===== config.mk =====
export PLATFORM = sky130hd
export DESIGN_NAME = i2c_eeprom_master_top
export DESIGN_NICKNAME = d
export VERILOG_FILES = /design/src/rtl/i2cee_pkg.sv /design/src/rtl/i2cee_cfg.sv /design/src/rtl/i2cee_seq.sv /design/src/rtl/i2cee_oreg.sv /design/src/rtl/i2c_eeprom_master_top.sv
export SDC_FILE = /design/constraint.sdc
export NUM_CORES = 1
export LEC_CHECK = 0
export BUFFER_PORTS_ARGS = -buffer_cell sky130_fd_sc_hd__buf_4
export CAP_MARGIN = 20
export CORE_MARGIN = 10
export CORE_UTILIZATION = 40
export DETAILED_ROUTE_END_ITERATION = 7
export SKIP_LAST_GASP = 1
export SYNTH_ARGS = -nofsm -noshare
export SYNTH_HDL_FRONTEND = slang
export SYNTH_SLANG_ARGS = --single-unit

===== constraint.sdc =====
create_clock -name clk -period 6.3 [get_ports clk]
set_input_delay 1.26 -clock clk [delete_from_list [all_inputs] [get_ports clk]]
set_output_delay 1.26 -clock clk [all_outputs]
set_load 0.1 [all_outputs]

===== src/rtl/i2cee_pkg.sv =====
// ----------------------------------------------------------------------------
// i2cee_pkg
// Types, codes and bus tables shared by the I2C EEPROM master modules.
// ----------------------------------------------------------------------------
package i2cee_pkg;

  localparam int unsigned PAGE_BYTES = 8;

  localparam logic [6:0]  DEVICE_ADDRESS_RST   = 7'd80;
  localparam logic [15:0] PHASE_TICKS_RST      = 16'd25;
  localparam logic [19:0] WRITE_WAIT_TICKS_RST = 20'd5000;

  localparam int unsigned CFG_INDEX_W = 2;
  localparam int unsigned CFG_DATA_W  = 20;

  typedef enum logic [CFG_INDEX_W-1:0] {
    CFG_DEVICE_ADDRESS   = 2'd0,
    CFG_PHASE_TICKS      = 2'd1,
    CFG_WRITE_WAIT_TICKS = 2'd2
  } cfg_index_t;

  typedef enum logic [1:0] {
    MODE_TICK  = 2'd0,
    MODE_WRITE = 2'd1,
    MODE_READ  = 2'd2
  } mode_t;

  typedef enum logic [4:0] {
    S_IDLE = 5'd0,
    S_ST_A = 5'd1,  S_ST_B = 5'd2,  S_ST_C = 5'd3,
    S_TX_A = 5'd4,  S_TX_B = 5'd5,  S_TX_C = 5'd6,
    S_AK_A = 5'd7,  S_AK_B = 5'd8,  S_AK_C = 5'd9,
    S_RX_A = 5'd10, S_RX_B = 5'd11, S_RX_C = 5'd12,
    S_MA_A = 5'd13, S_MA_B = 5'd14, S_MA_C = 5'd15,
    S_SP_A = 5'd16, S_SP_B = 5'd17, S_SP_C = 5'd18,
    S_WAIT = 5'd19,
    S_NK_C = 5'd20,
    S_FS_A = 5'd21, S_FS_B = 5'd22, S_FS_C = 5'd23
  } step_t;

  typedef enum logic [1:0] {
    DRV_REL = 2'd0,
    DRV_LOW = 2'd1,
    DRV_BIT = 2'd2,
    DRV_ACK = 2'd3
  } drive_t;

  typedef struct packed {
    logic [1:0]  mode;
    logic [7:0]  word_address;
    logic [3:0]  byte_count;
    logic [63:0] write_data;
    logic        sda_in;
  } in_item_t;

  typedef struct packed {
    logic       scl_level;
    logic       sda_pull_low;
    logic [7:0] read_byte;
    logic       read_valid;
    logic       read_last;
    logic       busy_res;
    logic       done_res;
    logic       success;
  } out_item_t;

  typedef struct packed {
    logic [6:0]  device_address;
    logic [15:0] phase_ticks;
    logic [19:0] write_wait_ticks;
  } cfg_t;

  function automatic logic scl_of(step_t s);
    logic v;
    case (s)
      S_ST_C, S_TX_A, S_TX_C, S_AK_A, S_AK_C, S_RX_A, S_RX_C,
      S_MA_A, S_MA_C, S_SP_A, S_NK_C, S_FS_A: v = 1'b0;
      default:                                  v = 1'b1;
    endcase
    return v;
  endfunction

  function automatic drive_t drive_of(step_t s);
    drive_t d;
    case (s)
      S_ST_B, S_ST_C, S_SP_A, S_SP_B, S_FS_A, S_FS_B: d = DRV_LOW;
      S_TX_A, S_TX_B, S_TX_C:                         d = DRV_BIT;
      S_MA_A, S_MA_B, S_MA_C:                         d = DRV_ACK;
      default:                                        d = DRV_REL;
    endcase
    return d;
  endfunction

endpackage


===== src/rtl/i2cee_cfg.sv =====
// ----------------------------------------------------------------------------
// i2cee_cfg
// Configuration registers: device address, phase length and write wait.
// ----------------------------------------------------------------------------
module i2cee_cfg (
  input  logic                                clk,
  input  logic                                rst_n,
  input  logic                                cfg_we,
  input  logic [i2cee_pkg::CFG_INDEX_W-1:0]   cfg_index,
  input  logic [i2cee_pkg::CFG_DATA_W-1:0]    cfg_wdata,
  output i2cee_pkg::cfg_t                     cfg
);
  import i2cee_pkg::*;

  cfg_t cfg_r;

  always_ff @(posedge clk) begin
    if (!rst_n) begin
      cfg_r.device_address   <= DEVICE_ADDRESS_RST;
      cfg_r.phase_ticks      <= PHASE_TICKS_RST;
      cfg_r.write_wait_ticks <= WRITE_WAIT_TICKS_RST;
    end else if (cfg_we) begin
      case (cfg_index)
        CFG_DEVICE_ADDRESS:   cfg_r.device_address   <= cfg_wdata[6:0];
        CFG_PHASE_TICKS:      cfg_r.phase_ticks      <= cfg_wdata[15:0];
        CFG_WRITE_WAIT_TICKS: cfg_r.write_wait_ticks <= cfg_wdata;
        default: ;
      endcase
    end
  end

  assign cfg = cfg_r;

endmodule


===== src/rtl/i2cee_seq.sv =====
// ----------------------------------------------------------------------------
// i2cee_seq
// Bus sequencer: advances the I2C transfer by one tick per transaction and
// forms that tick's result.
// ----------------------------------------------------------------------------
module i2cee_seq (
  input  logic                 clk,
  input  logic                 rst_n,
  input  logic                 step_en,
  input  i2cee_pkg::in_item_t  in_item,
  input  i2cee_pkg::cfg_t      cfg,
  output i2cee_pkg::out_item_t res
);
  import i2cee_pkg::*;

  step_t       step_r, step_nxt, eff_step;
  logic [19:0] pc_r, pc_nxt, eff_pc;
  logic [3:0]  bit_r, bit_nxt, eff_bit;
  logic [3:0]  byte_r, byte_nxt, eff_byte;
  logic [7:0]  shift_r, shift_nxt, eff_shift;
  logic [63:0] buf_r, buf_nxt, eff_buf;
  logic [7:0]  addr_r, addr_nxt, eff_addr;
  logic [3:0]  cnt_r, cnt_nxt, eff_cnt;
  logic        rd_r, rd_nxt, eff_rd;

  logic        start, active, last_byte, tick_end, wait_on;
  logic [3:0]  cmd_cnt, bit_inc, byte_inc;
  logic [19:0] len;
  logic [20:0] pc_inc;
  logic [7:0]  rx_shift;
  drive_t      drv;

  function automatic logic [7:0] tx_byte(logic [3:0] k, logic rd, logic [6:0] dev,
                                         logic [7:0] a, logic [63:0] b);
    logic [2:0] sel;
    logic [7:0] v;
    sel = 3'(k - 4'd2);
    if (k == 4'd0)      v = {dev, 1'b0};
    else if (k == 4'd1) v = a;
    else if (rd)        v = {dev, 1'b1};
    else                v = b[8*sel +: 8];
    return v;
  endfunction

  // command capture, folded into the tick that accepts it
  always_comb begin
    start = (step_r == S_IDLE) &&
            (in_item.mode == MODE_WRITE || in_item.mode == MODE_READ);
    if (in_item.byte_count == 4'd0)
      cmd_cnt = 4'd1;
    else if (32'(in_item.byte_count) > PAGE_BYTES)
      cmd_cnt = 4'(PAGE_BYTES);
    else
      cmd_cnt = in_item.byte_count;
    if (start) begin
      eff_step  = S_ST_A;
      eff_pc    = '0;
      eff_bit   = '0;
      eff_byte  = '0;
      eff_shift = {cfg.device_address, 1'b0};
      eff_buf   = in_item.write_data;
      eff_addr  = in_item.word_address;
      eff_cnt   = cmd_cnt;
      eff_rd    = (in_item.mode == MODE_READ);
    end else begin
      eff_step  = step_r;
      eff_pc    = pc_r;
      eff_bit   = bit_r;
      eff_byte  = byte_r;
      eff_shift = shift_r;
      eff_buf   = buf_r;
      eff_addr  = addr_r;
      eff_cnt   = cnt_r;
      eff_rd    = rd_r;
    end
  end

  assign active    = start || (step_r != S_IDLE);
  assign last_byte = ({1'b0, eff_byte} == ({1'b0, eff_cnt} + 5'd2));
  assign len       = (eff_step == S_WAIT) ? cfg.write_wait_ticks :
                     (cfg.phase_ticks == 16'd0) ? 20'd1 : {4'b0, cfg.phase_ticks};
  assign pc_inc    = {1'b0, eff_pc} + 21'd1;
  assign tick_end  = !(pc_inc < {1'b0, len});
  assign bit_inc   = eff_bit + 4'd1;
  assign byte_inc  = eff_byte + 4'd1;
  assign rx_shift  = {eff_shift[6:0], in_item.sda_in};
  assign wait_on   = !eff_rd && (cfg.write_wait_ticks != 20'd0);

  // next state
  always_comb begin
    step_nxt  = eff_step;
    pc_nxt    = eff_pc;
    bit_nxt   = eff_bit;
    byte_nxt  = eff_byte;
    shift_nxt = eff_shift;
    buf_nxt   = eff_buf;
    addr_nxt  = eff_addr;
    cnt_nxt   = eff_cnt;
    rd_nxt    = eff_rd;
    if (active) begin
      if (!tick_end) begin
        pc_nxt = pc_inc[19:0];
      end else begin
        pc_nxt = '0;
        case (eff_step)
          S_ST_A: step_nxt = S_ST_B;
          S_ST_B: step_nxt = S_ST_C;
          S_ST_C: begin
            bit_nxt  = '0;
            step_nxt = S_TX_A;
          end
          S_TX_A: step_nxt = S_TX_B;
          S_TX_B: step_nxt = S_TX_C;
          S_TX_C: begin
            shift_nxt = {eff_shift[6:0], 1'b0};
            if (bit_inc >= 4'd8) begin
              bit_nxt  = '0;
              step_nxt = S_AK_A;
            end else begin
              bit_nxt  = bit_inc;
              step_nxt = S_TX_A;
            end
          end
          S_AK_A: step_nxt = S_AK_B;
          S_AK_B: step_nxt = in_item.sda_in ? S_NK_C : S_AK_C;
          S_AK_C: begin
            byte_nxt = byte_inc;
            if (!eff_rd) begin
              if ({1'b0, byte_inc} < ({1'b0, eff_cnt} + 5'd2)) begin
                shift_nxt = tx_byte(byte_inc, eff_rd, cfg.device_address,
                                    eff_addr, eff_buf);
                step_nxt  = S_TX_A;
              end else begin
                step_nxt = S_SP_A;
              end
            end else if (byte_inc == 4'd1) begin
              shift_nxt = tx_byte(byte_inc, eff_rd, cfg.device_address, eff_addr, eff_buf);
              step_nxt  = S_TX_A;
            end else if (byte_inc == 4'd2) begin
              shift_nxt = tx_byte(byte_inc, eff_rd, cfg.device_address, eff_addr, eff_buf);
              step_nxt  = S_ST_A;
            end else begin
              bit_nxt   = '0;
              shift_nxt = '0;
              step_nxt  = S_RX_A;
            end
          end
          S_RX_A: step_nxt = S_RX_B;
          S_RX_B: begin
            shift_nxt = rx_shift;
            bit_nxt   = bit_inc;
            step_nxt  = S_RX_C;
          end
          S_RX_C: step_nxt = (eff_bit >= 4'd8) ? S_MA_A : S_RX_A;
          S_MA_A: step_nxt = S_MA_B;
          S_MA_B: step_nxt = S_MA_C;
          S_MA_C: begin
            if (last_byte) begin
              step_nxt = S_SP_A;
            end else begin
              byte_nxt  = byte_inc;
              bit_nxt   = '0;
              shift_nxt = '0;
              step_nxt  = S_RX_A;
            end
          end
          S_SP_A: step_nxt = S_SP_B;
          S_SP_B: step_nxt = S_SP_C;
          S_SP_C: step_nxt = wait_on ? S_WAIT : S_IDLE;
          S_WAIT: step_nxt = S_IDLE;
          S_NK_C: step_nxt = S_FS_A;
          S_FS_A: step_nxt = S_FS_B;
          S_FS_B: step_nxt = S_FS_C;
          S_FS_C: step_nxt = S_IDLE;
          default: step_nxt = S_IDLE;
        endcase
      end
    end
  end

  // tick result
  always_comb begin
    drv = drive_of(eff_step);
    res = '0;
    res.scl_level = 1'b1;
    if (active) begin
      res.busy_res  = 1'b1;
      res.scl_level = scl_of(eff_step);
      case (drv)
        DRV_LOW: res.sda_pull_low = 1'b1;
        DRV_BIT: res.sda_pull_low = !eff_shift[7];
        DRV_ACK: res.sda_pull_low = !last_byte;
        default: res.sda_pull_low = 1'b0;
      endcase
      if (tick_end) begin
        case (eff_step)
          S_RX_B: begin
            if (bit_inc >= 4'd8) begin
              res.read_valid = 1'b1;
              res.read_byte  = rx_shift;
              res.read_last  = last_byte;
            end
          end
          S_SP_C: begin
            res.done_res = !wait_on;
            res.success  = !wait_on;
          end
          S_WAIT: begin
            res.done_res = 1'b1;
            res.success  = 1'b1;
          end
          S_FS_C: res.done_res = 1'b1;
          default: ;
        endcase
      end
    end
  end

  always_ff @(posedge clk) begin
    if (!rst_n) begin
      step_r  <= S_IDLE;
      pc_r    <= '0;
      bit_r   <= '0;
      byte_r  <= '0;
      shift_r <= '0;
      buf_r   <= '0;
      addr_r  <= '0;
      cnt_r   <= '0;
      rd_r    <= 1'b0;
    end else if (step_en) begin
      step_r  <= step_nxt;
      pc_r    <= pc_nxt;
      bit_r   <= bit_nxt;
      byte_r  <= byte_nxt;
      shift_r <= shift_nxt;
      buf_r   <= buf_nxt;
      addr_r  <= addr_nxt;
      cnt_r   <= cnt_nxt;
      rd_r    <= rd_nxt;
    end
  end

  a_start_enters_start: assert property (@(posedge clk) disable iff (!rst_n)
    (step_en && start) |=> (step_r == S_ST_A || step_r == S_ST_B))
    else $error("command did not enter the start condition");

  a_read_only_on_read: assert property (@(posedge clk) disable iff (!rst_n)
    (step_en && res.read_valid) |-> (rd_r && step_r == S_RX_B))
    else $error("received byte outside a read transfer");

  a_tx_bit_range: assert property (@(posedge clk) disable iff (!rst_n)
    (step_r == S_TX_A || step_r == S_TX_B || step_r == S_TX_C) |-> (bit_r < 4'd8))
    else $error("transmit bit counter out of range");

endmodule


===== src/rtl/i2cee_oreg.sv =====
// ----------------------------------------------------------------------------
// i2cee_oreg
// Result register between the sequencer and the output channel.
// ----------------------------------------------------------------------------
module i2cee_oreg (
  input  logic                 clk,
  input  logic                 rst_n,
  input  logic                 load,
  input  i2cee_pkg::out_item_t res,
  input  logic                 out_stall,
  output logic                 out_valid,
  output i2cee_pkg::out_item_t out_data,
  output logic                 hold
);
  import i2cee_pkg::*;

  logic      out_valid_r;
  out_item_t out_data_r;

  always_ff @(posedge clk) begin
    if (!rst_n) begin
      out_valid_r <= 1'b0;
    end else if (load) begin
      out_valid_r <= 1'b1;
    end else if (!out_stall) begin
      out_valid_r <= 1'b0;
    end
  end

  always_ff @(posedge clk) begin
    if (load) begin
      out_data_r <= res;
    end
  end

  assign out_valid = out_valid_r;
  assign out_data  = out_data_r;
  assign hold      = out_valid_r && out_stall;

  a_load_gives_result: assert property (@(posedge clk) disable iff (!rst_n)
    load |=> out_valid_r)
    else $error("accepted transaction produced no result");

endmodule


===== src/rtl/i2c_eeprom_master_top.sv =====
// ----------------------------------------------------------------------------
// i2c_eeprom_master_top
// I2C master for a serial EEPROM, page write and random read.
// ----------------------------------------------------------------------------
// Each input transaction is one bus tick and yields exactly one result in the
// cycle after it is taken; a new tick is taken every clock cycle while the
// result register is free or being emptied, so throughput is one tick per
// cycle. The figure is set by the sequencer, which does the whole tick (command
// capture, phase count, step advance, bit shift) combinationally between its
// state registers and the result register. Bus timing is in ticks: every
// SCL/SDA phase lasts phase_ticks ticks and a completed write is followed by
// write_wait_ticks ticks of busy. There is no clearing pass after reset.
module i2c_eeprom_master_top (
  input  logic                               clk,
  input  logic                               rst_n,
  input  logic                               in_valid,
  output logic                               in_stall,
  input  i2cee_pkg::in_item_t                in_data,
  output logic                               out_valid,
  input  logic                               out_stall,
  output i2cee_pkg::out_item_t               out_data,
  input  logic                               cfg_we,
  input  logic [i2cee_pkg::CFG_INDEX_W-1:0]  cfg_index,
  input  logic [i2cee_pkg::CFG_DATA_W-1:0]   cfg_wdata
);
  import i2cee_pkg::*;

  cfg_t      cfg;
  out_item_t res;
  logic      accept;
  logic      hold;

  assign in_stall = hold;
  assign accept   = in_valid && !hold;

  i2cee_cfg u_cfg (
    .clk       (clk),
    .rst_n     (rst_n),
    .cfg_we    (cfg_we),
    .cfg_index (cfg_index),
    .cfg_wdata (cfg_wdata),
    .cfg       (cfg)
  );

  i2cee_seq u_seq (
    .clk     (clk),
    .rst_n   (rst_n),
    .step_en (accept),
    .in_item (in_data),
    .cfg     (cfg),
    .res     (res)
  );

  i2cee_oreg u_oreg (
    .clk       (clk),
    .rst_n     (rst_n),
    .load      (accept),
    .res       (res),
    .out_stall (out_stall),
    .out_valid (out_valid),
    .out_data  (out_data),
    .hold      (hold)
  );

endmodule


==> results of run 1 <==
[metrics by stage]
stage,hold slack (ns),util,std cells
3_5_place_dp,0.442,0.454,1637
3_3_place_gp,0.438,0.454,1637
5_1_grt,0.470,0.478,1669
4_1_cts,0.453,0.478,1669
6_report,0.453,0.478,1669
2_1_floorplan,0.431,-,1252
[worst max-delay path, cell delays in order]
cell,delay [ns]
buf_4,0.08
inv_1,0.03
ha_1,0.31
or4_4,0.45
or2_2,0.30
and2_1,0.16
ha_1,0.20
and4_1,0.19
and2_1,0.20
nand2b_1,0.19
nor2_1,0.08
xnor2_1,0.26
ha_1,0.31
a21oi_1,0.14
o21ai_0,0.09
a221oi_1,0.25
o21ai_0,0.19
a211oi_4,0.55
buf_4,0.28
and2_0,0.35
a22oi_1,0.12
nor2_1,0.11
[sequential cells by signal, summed over array words and instances (netlist names), 5 cells and up]
name,flops
u_cfg.cfg,43
u_oreg.out_data,15
u_seq.addr_r,8
u_seq.buf_r,64
u_seq.pc_r,20
u_seq.shift_r,8
u_seq.step_r,5
[power by group]
| group | switching, mW | internal [mW] |
|---|---|---|
| sequential | 0.0311 | 1.18 |
| clock | 0.527 | 0.533 |
| combinational | 0.270 | 0.150 |
| total | 0.828 | 1.87 |
[Yosys cell counts, types with 7 or more instances]
master | number | share of area
mux4_2 | 8 | 0.018
mux2_2 | 7 | 0.0081
nand2b_1 | 11 | 0.0070
nor4_1 | 18 | 0.012
mux2i_1 | 42 | 0.043
ha_1 | 32 | 0.041
a21o_1 | 8 | 0.0062
dfxtp_1 | 162 | 0.33
nand3_1 | 38 | 0.019
or3_1 | 7 | 0.0045
a21oi_1 | 159 | 0.082
edfxtp_1 | 15 | 0.046
nor2_1 | 76 | 0.029
xnor2_1 | 10 | 0.0090
nor3b_1 | 8 | 0.0062
nor3_1 | 19 | 0.0097
nand4_1 | 10 | 0.0064
clkbuf_1 | 61 | 0.023
buf_2 | 16 | 0.0082
o32ai_1 | 10 | 0.0090
a211oi_1 | 8 | 0.0062
nand2_1 | 308 | 0.12
a31oi_1 | 13 | 0.0083
xor2_1 | 15 | 0.013
inv_1 | 20 | 0.0077
and3_1 | 9 | 0.0058
a311oi_1 | 10 | 0.0090
o21ai_0 | 43 | 0.022
[per-layer routing]
| metal | up-vias | part of all wire |
|---|---|---|
| met4 | 0 | 0.013 |
| met1 | 4354 | 0.47 |
| li1 | 4598 | - |
| met3 | 29 | 0.060 |
| met2 | 294 | 0.46 |
| met5 | - | 0 |
[logic make-up after synthesis]
family | after synthesis | synth area share
muxes | 57 | 0.0696
AOI/OAI and AO/OA | 313 | 0.197
and+or+nand+nor | 538 | 0.244
xor gates and xnor gates | 25 | 0.0224
adders and majority gates | 32 | 0.0410
buffers and inverters | 110 | 0.0470
DFF | 177 | 0.378
[worst paths after layout]
kind,cells past startpoint,slack [ns],to
min,2,0.45,u_seq.buf_r[29]$_SDFFE_PN0P_
min reg2reg,2,0.45,u_seq.buf_r[29]$_SDFFE_PN0P_
max reg2reg,19,1.28,u_seq.pc_r[13]$_SDFFE_PN0P_
max,22,0.57,u_seq.pc_r[13]$_SDFFE_PN0P_
[cells in the final DEF, fill, tap and decap left out, drive strengths merged, types with 5 or more instances in the layout]
master,n
clkbuf,17
edfxtp,15
and2,6
a31oi,13
mux2i,42
nand4,10
nor3,19
a32o,6
a211o,6
nand2b,11
ha,32
mux2,7
a21o,8
a21oi,159
xnor2,10
inv,28
dfxtp,162
or3,7
nor4,18
o31ai,5
a311oi,10
o211ai,5
nor2b,6
o32ai,10
nand3,38
nor2,76
buf,149
o21ai,44
mux4,8
nor3b,8
nand2,308
and3,9
a22oi,6
clkinv,9
a211oi,9
xor2,15
[area by class of cell]
class	instances	area (sq um)
Timing Repair Buffer	149	1130
Clock buffer	17	425
Multi-Input combinational cell	965	5660
Sequential cell	177	3690
Tap cell	324	405
Fill cell	2425	12600
Clock inverter	15	166
Inverter	22	85.1
==> flow_summary.ini, run 1 <==
[yosys]
ys_seq_area_frac = 0.378
ys_warn_count = 0
yosysUniqueCellTypes = 74
ys.flop_type = dfxtp_1
syn_area_per_cell_sq_um = 7.80
synth_edf_count = 15
synth_area_sq_um = 9760
synth_nets = 1390
synth-seq-cells = 177
synth_async_sr_flop_share = 0
netlist_instances = 1252

[layout]
area_growth_pct = 18.5
design_area_sq_um = 11600
drive_gt1_frac = 0.158
diodes = 0
nNetsFinal = 1470

[pwr]
leakage_nw = 4.35
power.density_nw_per_um2 = 233
p_total_mw = 2.69
ir_drop_uv = 156

[sta]
rsz0062_at_grt = no
tns_ns = 0
max_freq_mhz = 174
post-route-period-util = 0.910
finalClockSkew_ns = 0.0176
relSlewSlack = 0.360
hold_viol_final = 0
finalCriticalPeriod_ns = 5.73
slew_viol_final = 0
fin_ws_ns = 0.566
setup_violations = 0
tightest_slew_ns = 0.958

[routing]
drc = 0
num_vias = 9275
postRouteAntennaNets = 0
wl_per_cell_um = 17.9
vias_per_cell = 5.56
first_pass_iters = 7
routed_wl_mm = 30.0
first_iter_violations = 808

[worst_setup_path]
crit_fanout = 11
end_kind = flip-flop
timing.rr.start = u_seq.step_r[1]$_SDFFE_PN0P_
cp.required_ns = 6.67
worstSetupStartpoint = in_data[77]
setup.worst_path.start_class = primary input
critPathKind = primary input to flip-flop
arrival_ns = 6.10

[global_routing]
grt_max_degree = 80
grt_pass1_vias = 8772
grtUsageMet2 = 0.290
grt_antenna_before_repair = 0
grtUsageMet1 = 0.267
grt_pass1_wl_mm = 48.5
top_usage_layer = met2
grt_overflow = 0
use_met3 = 0.0359
grt_use_total = 0.190

[clock_network]
clk_latency_ns = 0.44
cts.reportedPaths.clkPinSlew_ns = 0.08
tritoncts = done
cts_buffer_depth = 2
root_buffer = clkbuf_16
cts_buffers = 17
ctsResizeCount = 0
post_cts_buffers = 0
cts_hold_buf = 0
cts_max_level = 4
cts.sinks = 177

[placement]
post-place-ws_ns = 0.175
dpl_cell_area_sq_um = 11000
place.gp.congestion = 0.907
dp_hpwl_mm = 21.4
portBuffers = 122

[floorplanning]
die_w_um = 176
start_util = 0.404
num_io_pins = 123
rows = 57
dieArea_sq_um = 31100
die_h_um = 176
coreArea_sq_um = 24200

[hold_path]
min_from = u_seq.buf_r[29]$_SDFFE_PN0P_
hp-class = flip-flop to flip-flop

[job]
max_cap_violations = 0

[outcome]
status = finished, final reports clean
(Power assumes the default switching activity.)
==> run 2: changes to the inputs <==
--- a/config.mk
+++ b/config.mk
@@ -5,6 +5,7 @@
 export SDC_FILE = /design/constraint.sdc
 export NUM_CORES = 1
 export LEC_CHECK = 0
+export ABC_AREA = 1
 export BUFFER_PORTS_ARGS = -buffer_cell sky130_fd_sc_hd__buf_4
 export CAP_MARGIN = 20
 export CORE_MARGIN = 10
==> run 2 against run 1 <==
Compared with the run above:
- non-clock buffer count is 13 lower
- worst hold slack worse by 0.0043 ns
- combinational power is 72% higher
- largest power group unchanged
==> flow_summary.ini, run 2 <==
[outcome]
status = finished, final reports clean

[yosys]
synth-seq-cells = 177
ys_seq_area_frac = 0.340
yosys-top-cells-area = dfxtp_1, nand2_1, nor2_1
ys_warn_count = 0
ys.flop_type = dfxtp_1
netlist_instances = 1685
synth_nets = 1823
synth_area_sq_um = 10900
post-synth-top-count-cell = nand2_1
netlist.area_leader.share = 0.298
synth_edf_count = 15
synth_async_sr_flop_share = 0
syn_area_per_cell_sq_um = 6.46
yosysUniqueCellTypes = 48
synthTopCellsByCount = nand2_1, nor2_1, inv_1
synth_top_area_cell = dfxtp_1

[worst_setup_path]
r2r-end = u_seq.bit_r[3]$_SDFFE_PN0P_
end_kind = flip-flop
arrival_ns = 5.51
critPathKind = primary input to flip-flop
cp_top_family = simple AND/OR/NAND/NOR gates
setup.worst_path.start_class = primary input
critPathMaxStageDelay_ns = 0.32
cp.required_ns = 6.63
path_depth = 27
path_buf_inv = 4
crit_path_frequent_cell = nand2_1
reg2reg_depth = 25
crit_fanout = 20
timing.rr.start = u_seq.step_r[4]$_SDFFE_PN0P_
rrSetupSlack_ns = 1.71
worstSetupStartpoint = in_data[78]
critPathSlowestCell = ha_1

[clock_network]
cts_hold_buf = 0
root_buffer = clkbuf_16
cts_buffers = 17
post_cts_buffers = 0
cts_buffer_depth = 2
cts.reportedPaths.clkPinSlew_ns = 0.07
clk_latency_ns = 0.44
cts.sinks = 177
ctsResizeCount = 0
cts_max_level = 4
tritoncts = done

[routing]
drc = 0
first_pass_iters = 5
postRouteAntennaNets = 0
first_iter_violations = 890
num_vias = 10804
vias_per_cell = 5.13
wl_per_cell_um = 15.5
routed_wl_mm = 32.7

[hold_path]
hp-class = flip-flop to flip-flop
hold-path-endpoint = u_seq.addr_r[2]$_SDFFE_PN0P_
min_from = u_seq.addr_r[2]$_SDFFE_PN0P_
hold_path_depth = 2

[layout]
nNetsFinal = 1891
drive_gt1_frac = 0.126
design_area_sq_um = 12500
largest_reg_flops = 64
layout.cells.most_common = nand2_1
area_growth_pct = 15.0
layout_common_cells = nand2_1, nor2_1, inv_1
regMostFlops = u_seq.buf_r
final_util = 0.466
diodes = 0

[floorplanning]
die_w_um = 185
start_util = 0.405
die_h_um = 185
coreArea_sq_um = 26900
rows = 60
num_io_pins = 123
dieArea_sq_um = 34200

[global_routing]
grt_pass1_vias = 10172
grt_max_degree = 106
grt_use_total = 0.193
grt_pass1_wl_mm = 53.5
grt_antenna_before_repair = 0
grt_overflow = 0

[pwr]
ir_drop_uv = 163
power.density_nw_per_um2 = 243
leakage_nw = 5.69

[placement]
place.gp.congestion = 0.944
dp_hpwl_mm = 23.7
portBuffers = 122
dpl_cell_area_sq_um = 11900

[sta]
rsz0062_at_grt = no
finalClockSkew_ns = 0.0144
post-route-period-util = 0.822
setup_violations = 0
relSlewSlack = 0.321
finalCriticalPeriod_ns = 5.18
hold_viol_final = 0
timing.hold.ws_ns = 0.449
tns_ns = 0
tightest_slew_ns = 1.02
slew_viol_final = 0
max_freq_mhz = 193

[job]
max_cap_violations = 0
run 2: power by group:
part / switching [mW] / internal (mW) / leakage, nW / total, mW
combinational: 0.486 / 0.235 / 3.94 / 0.721
sequential: 0.0352 / 1.21 / 1.48 / 1.25
clock: 0.498 / 0.576 / 0.284 / 1.07
run 2: cell type report:
class / count / area [sq um]
Timing Repair Buffer: 136 / 1030
Fill cell: 2854 / 14400
Tap cell: 341 / 427
Clock buffer: 20 / 457
Inverter: 202 / 758
Sequential cell: 177 / 3690
Multi-Input combinational cell: 1219 / 6020
Clock inverter: 12 / 124
run 2: metrics by stage:
stage               worst slack [ns]  cells  power [mW]
finish                          1.12   2107        3.04
global route                   0.675   2107        3.21
CTS                             1.12   2107        3.06
detailed placement             0.683   2075        1.99
global placement               0.781   2075        1.99
floorplan                       1.25   1685        1.79
run 2: worst max-delay path by stage:
stage	end	slack, ns
6_report	u_seq.bit_r[3]$_SDFFE_PN0P_	1.12
3_5_place_dp	u_seq.bit_r[3]$_SDFFE_PN0P_	0.68
5_1_grt	u_seq.bit_r[3]$_SDFFE_PN0P_	0.68
4_1_cts	u_seq.bit_r[3]$_SDFFE_PN0P_	1.12
2_1_floorplan	u_oreg.out_data[10]$_SDFFCE_PP0P_	1.25
3_3_place_gp	u_seq.bit_r[3]$_SDFFE_PN0P_	0.78
run 2: cells by family (layout without fill, tap and decap cells):
logic type | Yosys count | count (layout) | synth area share
XOR/XNOR | 20 | 20 | 0.0161
AND/OR/NAND/NOR | 825 | 825 | 0.326
adder cells (fa/ha/maj) | 32 | 32 | 0.0368
AO/OA/AOI/OAI | 340 | 340 | 0.172
flip-flops | 177 | 177 | 0.340
multiplexers | 2 | 2 | 0.00184
buffers and inverters | 289 | 370 | 0.108
run 2: tightest hold or removal path, delay by kind of cell, from the launching register on:
kind            cells  cell delay (ns)
buf+inv             1             0.05
compound gates      1             0.05
flops               1             0.30
run 2: metal layers:
layer  track usage  share of wire
met1         0.267           0.48
met2         0.296           0.44
met3        0.0310          0.061
met4        0.0647          0.023
met5             0              0
==> run 3: changes to the inputs <==
==> constraint.sdc (replaced) <==
create_clock -name clk -period 5.3 [get_ports clk]
set_input_delay 1.06 -clock clk [delete_from_list [all_inputs] [get_ports clk]]
set_output_delay 1.06 -clock clk [all_outputs]
set_load 0.1 [all_outputs]
==> run 3 against run 2 <==
Compared with the run above:
- cell area grew 1.0%
- critical endpoint is now u_oreg.out_data[9]$_SDFFCE_PP0P_
- total power grew 21%
- clock skew grew 0.0019 ns
==> flow_summary.ini, run 3 (synthesized netlist as in run 2, its figures left out) <==
[outcome]
status = finished, final reports clean

[worst_setup_path]
end_kind = flip-flop
setup.worst_path.start_class = primary input
reg2reg_depth = 24
endpoint = u_oreg.out_data[9]$_SDFFCE_PP0P_
arrival_ns = 4.89
crit_fanout = 24
cp.required_ns = 5.48
critPathMaxStageDelay_ns = 0.33
crit_path_frequent_cell = nand2_1
rrSetupSlack_ns = 0.90
timing.rr.start = u_seq.step_r[3]$_SDFFE_PN0P_
critPathSlowestCell = ha_1
r2r-end = u_oreg.out_data[9]$_SDFFCE_PP0P_
critPathKind = primary input to flip-flop
worstSetupStartpoint = in_data[78]

[pwr]
ir_drop_uv = 195
leakage_nw = 5.78
power.density_nw_per_um2 = 291
p_total_mw = 3.67
power_frac_seq = 0.403
switching_power_mw = 1.27
p_comb_frac = 0.240
swShare = 0.345
clockPowerShare = 0.356
p_int_mw = 2.41

[routing]
num_vias = 10950
routed_wl_mm = 33.1
first_pass_iters = 5
vias_per_cell = 5.16
postRouteAntennaNets = 0
drc = 0
first_iter_violations = 888
wl_per_cell_um = 15.6

[sta]
tightest_slew_ns = 0.935
finalCriticalPeriod_ns = 4.72
relSlewSlack = 0.377
hold_viol_final = 0
setup_violations = 0
timing.hold.ws_ns = 0.447
rsz0062_at_grt = no
slew_viol_final = 0
max_freq_mhz = 212
tns_ns = 0
finalClockSkew_ns = 0.0163
fin_ws_ns = 0.585
post-route-period-util = 0.890

[clock_network]
cts_buffer_depth = 2
ctsResizeCount = 0
tritoncts = done
cts.sinks = 177
root_buffer = clkbuf_16
cts_max_level = 4
cts.reportedPaths.clkPinSlew_ns = 0.08
post_cts_buffers = 0
cts_buffers = 17
cts_hold_buf = 0
clk_latency_ns = 0.45

[global_routing]
grt_pass1_vias = 10297
grt_overflow = 0
grt_antenna_before_repair = 0
grt_max_degree = 99
grt_use_total = 0.192
grt_pass1_wl_mm = 53.5

[layout]
final_util = 0.470
regMostFlops = u_seq.buf_r
design_area_sq_um = 12600
largest_reg_flops = 64
layout_common_cells = nand2_1, nor2_1, inv_1
nNetsFinal = 1906
layout.cells.most_common = nand2_1
drive_gt1_frac = 0.134
diodes = 0
fin_cells = 2122
area_growth_pct = 16.2

[floorplanning]
die_w_um = 185
start_util = 0.405
coreArea_sq_um = 26900
dieArea_sq_um = 34200
num_io_pins = 123
die_h_um = 185
rows = 60

[hold_path]
hold_path_depth = 2
hp-class = flip-flop to flip-flop

[placement]
dpl_cell_area_sq_um = 12000
post-place-ws_ns = 0.109
dp_cells = 2090
place.gp.congestion = 0.878
dp_hpwl_mm = 24.2
portBuffers = 122

[job]
max_cap_violations = 0
run 3: layer usage:
metal	GRT usage	wire [um]	vias to the layer above
met3	0.0286	1680	25
met2	0.306	15000	259
li1	-	-	5623
met4	0.0484	469	0
met5	0	0	-
met1	0.264	16000	5043
run 3: worst max-delay path: cells and delay by family:
kind	cells	cell delay, ns
AND/OR/NAND/NOR	15	2.01
adder cells (fa/ha/maj)	2	0.60
buffers and inverters	4	0.65
AO/OA/AOI/OAI	3	0.35
XOR/XNOR	1	0.20
run 3: area by class of cell:
class | count | area [sq um]
Timing Repair Buffer | 151 | 1150
Tap cell | 341 | 427
Sequential cell | 177 | 3690
Inverter | 202 | 758
Clock buffer | 17 | 425
Clock inverter | 15 | 170
Multi-Input combinational cell | 1219 | 6020
Fill cell | 2840 | 14200
run 3: worst min path at each step:
stage	slack [ns]	to	startpoint
2_1_floorplan	0.42	u_seq.addr_r[0]$_SDFFE_PN0P_	u_seq.addr_r[0]$_SDFFE_PN0P_
3_3_place_gp	0.44	u_seq.addr_r[1]$_SDFFE_PN0P_	u_seq.addr_r[1]$_SDFFE_PN0P_
3_5_place_dp	0.44	u_seq.buf_r[14]$_SDFFE_PN0P_	u_seq.buf_r[14]$_SDFFE_PN0P_
4_1_cts	0.45	u_seq.addr_r[0]$_SDFFE_PN0P_	u_seq.addr_r[0]$_SDFFE_PN0P_
5_1_grt	0.47	u_seq.buf_r[14]$_SDFFE_PN0P_	u_seq.buf_r[14]$_SDFFE_PN0P_
6_report	0.45	u_seq.addr_r[0]$_SDFFE_PN0P_	u_seq.addr_r[0]$_SDFFE_PN0P_
run 3: power by group through the flow:
stage | sequential (mW) | combinational (mW) | clock [mW]
2_1_floorplan | 1.54 | 0.582 | 0
3_3_place_gp | 1.51 | 0.869 | 0
3_5_place_dp | 1.51 | 0.874 | 0
4_1_cts | 1.48 | 0.879 | 1.33
5_1_grt | 1.49 | 0.989 | 1.38
6_report | 1.48 | 0.882 | 1.31
